===== src/ght_pkg.sv =====
// ----------------------------------------------------------------------------
// ght_pkg
// Shared constants, codes and types of the generational handle table.
// ----------------------------------------------------------------------------
`default_nettype none
package ght_pkg;

  localparam int SLOTS_DEF    = 1024;
  localparam int GEN_BITS_DEF = 16;
  localparam int MODE_W       = 3;
  localparam int STATUS_W     = 2;
  localparam int SERIAL_W     = 32;

  localparam logic [MODE_W-1:0] MODE_ALLOC  = 3'd0;
  localparam logic [MODE_W-1:0] MODE_FREE   = 3'd1;
  localparam logic [MODE_W-1:0] MODE_CHECK  = 3'd2;
  localparam logic [MODE_W-1:0] MODE_MARK   = 3'd3;
  localparam logic [MODE_W-1:0] MODE_LOOKUP = 3'd4;

  localparam logic [STATUS_W-1:0] STATUS_OK    = 2'd0;
  localparam logic [STATUS_W-1:0] STATUS_FULL  = 2'd1;
  localparam logic [STATUS_W-1:0] STATUS_STALE = 2'd2;

  typedef enum logic [2:0] {
    S_IDLE,
    S_EXEC,
    S_DENSE,
    S_MOVE,
    S_DONE
  } ght_state_t;

  typedef struct packed {
    logic accept;
    logic exec;
    logic dense;
    logic move;
    logic finish;
  } ght_cmd_t;

  typedef struct packed {
    logic need_dense;
    logic need_move;
  } ght_sts_t;

endpackage
`default_nettype wire


===== src/ght_ctrl.sv =====
// ----------------------------------------------------------------------------
// ght_ctrl
// Sequencer: steps one request through lookup, dependent reads and result.
// ----------------------------------------------------------------------------
`default_nettype none
module ght_ctrl (
  input  wire logic              clk,
  input  wire logic              rst_n,
  input  wire logic              in_valid,
  output logic                   in_ready,
  output logic                   out_valid,
  input  wire logic              out_ready,
  input  wire ght_pkg::ght_sts_t sts,
  output ght_pkg::ght_cmd_t      cmd
);
  import ght_pkg::*;

  ght_state_t state_r, state_nxt;
  logic       out_valid_r, out_valid_nxt;

  always_ff @(posedge clk) begin
    if (!rst_n) begin
      state_r     <= S_IDLE;
      out_valid_r <= 1'b0;
    end else begin
      state_r     <= state_nxt;
      out_valid_r <= out_valid_nxt;
    end
  end

  always_comb begin
    state_nxt = state_r;
    cmd       = '0;
    in_ready  = 1'b0;
    case (state_r)
      S_IDLE: begin
        in_ready   = 1'b1;
        cmd.accept = in_valid;
        if (in_valid) begin
          state_nxt = S_EXEC;
        end
      end
      S_EXEC: begin
        cmd.exec = 1'b1;
        if (sts.need_move) begin
          state_nxt = S_MOVE;
        end else if (sts.need_dense) begin
          state_nxt = S_DENSE;
        end else begin
          state_nxt = S_DONE;
        end
      end
      S_DENSE: begin
        cmd.dense = 1'b1;
        state_nxt = S_DONE;
      end
      S_MOVE: begin
        cmd.move  = 1'b1;
        state_nxt = S_DONE;
      end
      S_DONE: begin
        if (!out_valid_r || out_ready) begin
          cmd.finish = 1'b1;
          state_nxt  = S_IDLE;
        end
      end
      default: begin
        state_nxt = S_IDLE;
      end
    endcase
    out_valid_nxt = cmd.finish | (out_valid_r & ~out_ready);
  end

  assign out_valid = out_valid_r;
endmodule
`default_nettype wire


===== config.mk =====
export PLATFORM = sky130hd
export DESIGN_NAME = ght_ctrl
export DESIGN_NICKNAME = d
export VERILOG_FILES = /design/src/ght_pkg.sv /design/src/ght_ctrl.sv
export SDC_FILE = /design/constraint.sdc
export NUM_CORES = 1
export LEC_CHECK = 0
export BUFFER_PORTS_ARGS = -buffer_cell sky130_fd_sc_hd__buf_2
export CAP_MARGIN = 20
export CELL_PAD_IN_SITES_DETAIL_PLACEMENT = 1
export CELL_PAD_IN_SITES_GLOBAL_PLACEMENT = 2
export CORE_AREA = 10 10 47 49
export DETAILED_ROUTE_END_ITERATION = 7
export DIE_AREA = 0 0 57 59
export HOLD_SLACK_MARGIN = 0.08
export PLACE_DENSITY_LB_ADDON = 0.05
export SLEW_MARGIN = 15
export SYNTH_ARGS = -nofsm -noshare
export SYNTH_HDL_FRONTEND = slang
export SYNTH_SLANG_ARGS = --single-unit

===== constraint.sdc =====
create_clock -name clk -period 1.3 [get_ports clk]
set_input_delay 0.13 -clock clk [delete_from_list [all_inputs] [get_ports clk]]
set_output_delay 0.13 -clock clk [all_outputs]
set_load 0.1 [all_outputs]

==> results.txt <==
Worst-Margin Slew: 0.486 ns
die area: 3360 µm²
routability cong.: 0.679
Die W: 57 µm
yosys warns: 0
worst r2r src: state_r[2]
Synth cell types: 14
vias in the first global route: 323
setup TNS: -0.267 ns
RSZ-0062 raised after global routing: yes
root buffer cell: clkbuf_4
Top FF cell, synth: dfxtp_1
EDFF count, synth: 0
Worst Hold Launch: rst_n
clock slew at reported path FFs: 0.04 ns
IO buf count: 12
sequential-to-total area share from yosys stat: 40.8%
Worst EP required: 1.17 ns
CTS Hold Bufs: 0
Worst R2R Path Depth: 4
crit end category: primary output
violated checks: negative setup slack
Residual DRC: 0
IO Count: 13
pwr/cell area: 1040 nW/µm²
Synth Instances: 24
Hold Path Depth: 2
outcome: finished, violations left
GRT Overall Usage: 5.66%
diode count: 0
Die Y: 59 µm
post-DR wirelength/cell: 12.8 µm
fin crit share: 110%
WL final: 882 µm
most frequent cells after synthesis: nor2_1, dfxtp_1, and2_1, nand2b_1, nor3_1
CTS tree: done
Leakage: 0.000261 µW
maxcap violations: 0
design area: 584 µm²
H-tree Lvls: 1
Core Box Area: 1400 µm²
via count: 289
cell with the most instances after synthesis: nor2_1
Reg-to-Reg End: state_r[2]
HPWL after detailed placement: 599 µm
CTS buffer count: 3
Fmax: 700 MHz
Synth Register Bits: 4
worst hold margin: 0.139 ns
Worst Hold Class: in2reg
setup ws final: -0.128 ns
Row Count: 14
Synth area leader: dfxtp_1
CTS sink count: 4
Final setup violation count: 5
synthesis-to-layout area growth: 197%
CP Data Arrival Time: 1.30 ns
Synth Cell Area: 196 µm²
placed cell areas: 454 µm²
Initial Utilization: 14.0%
skew final: 0.00326 ns
Initial DRC Count: 3
Hold EP: state_r[2]
CP Launch Type: register
Pre-antenna DRT Iters: 2
CP Max Fanout: 3
vias per cell: 4.19
worst skew pair latency: 0.24 ns
final worst path period need: 1.43 ns
antenna viol nets, final: 0
Slew HR: 67.8%
syn_area_per_cell: 8.18 µm²
Async SR Flop Fraction: 0%
largest cells by area after synthesis: dfxtp_1, nor2_1, and2_1
VDD IR max: 0.000606 V
worst reg2reg setup slack: -0.01 ns
count of filler cells inserted in the layout: 166
maximum buffer depth of the clock tree: 2
Setup CP Type: reg2out
grt ovf: 0
nets: 60
first-pass GRT wire length: 1.42 mm
Post-Synthesis Net Count: 30
share of cells above drive strength 1: 79.2%
initial antenna violation count: 0
endpoints failing hold: 0
largest net degree at the start of global routing: 6
top cell type's share of synthesized area: 40.8%
max-slew violation count: 0
sequential cells by signal, summed over array words and instances, names as in the netlist:
name,flops
state_r,3
out_valid,1
worst max path at each step:
stage                     from     end  slack, ns  cells after the start
floorplan           state_r[2]  cmd[4]      -0.49                      2
global placement    state_r[2]  cmd[0]       0.08                      3
detailed placement  state_r[0]  cmd[0]       0.07                      3
CTS                 state_r[0]  cmd[0]      -0.14                      3
global route        state_r[2]  cmd[0]      -0.17                      3
finish              state_r[2]  cmd[0]      -0.13                      3
what timing repair did:
action	in CTS	in global routing
setup buffers	6	3
endpoints found under the hold margin	0	0
endpoints found under the setup margin	6	7
pin swaps	3	6
gates resized for setup	7	3
area by class of cell:
type	instances	area (µm²)	share of cell area, %
Timing Repair Buffer	25	270	46.3
Tap cell	16	20.0	3.43
Sequential cell	4	87.6	15.0
Inverter	1	6.26	1.07
Clock buffer	4	26.3	4.50
Multi-Input combinational cell	19	174	29.8
metrics by stage:
stage | setup WS, ns | instances | utilization [%] | power, µW
after global placement | 0.0833 | 56 | 32.4 | 389
after detailed placement | 0.0747 | 56 | 32.4 | 390
after global routing | -0.173 | 69 | 41.7 | 636
final | -0.128 | 69 | 41.7 | 605
after floorplan | -0.490 | 24 | - | 296
after CTS | -0.140 | 66 | 39.3 | 597
critical path, cell delays in order (launching register included):
cell,delay (ns)
dfxtp_2,0.34
or3b_4,0.40
nor2b_4,0.14
buf_12,0.18
routing by layer:
layer	GRT usage (%)	wire [µm]
met1	5.46	352
met2	8.06	418
met3	3.86	83
met4	5.03	27
met5	0	0
cell usage in the layout (no fill, tap or decap), types with 2 or more instances in the layout:
master,Yosys,final
buf_12,0,6
buf_2,0,6
buf_4,0,7
buf_6,0,6
clkbuf_4,0,3
dfxtp_2,0,3
nor2_1,5,3
nor2_4,0,2
nor3_4,0,2
where the power goes:
group          total [µW]  internal, µW  leakage (µW)  switching [µW]
registers             136           131     0.0000347            5.34
clock network         179           116     0.0000150            63.3
logic                 290           124      0.000211             166
total                 605           370      0.000261             235
kinds of logic after synthesis:
kind of cell,after synthesis,share of synthesized area [%]
DFF,4,40.8
AOI/OAI and AO/OA,3,10.2
muxes,1,5.10
buffers and inverters,1,1.91
and+or+nand+nor,15,42.0
(Power assumes the default switching activity.)
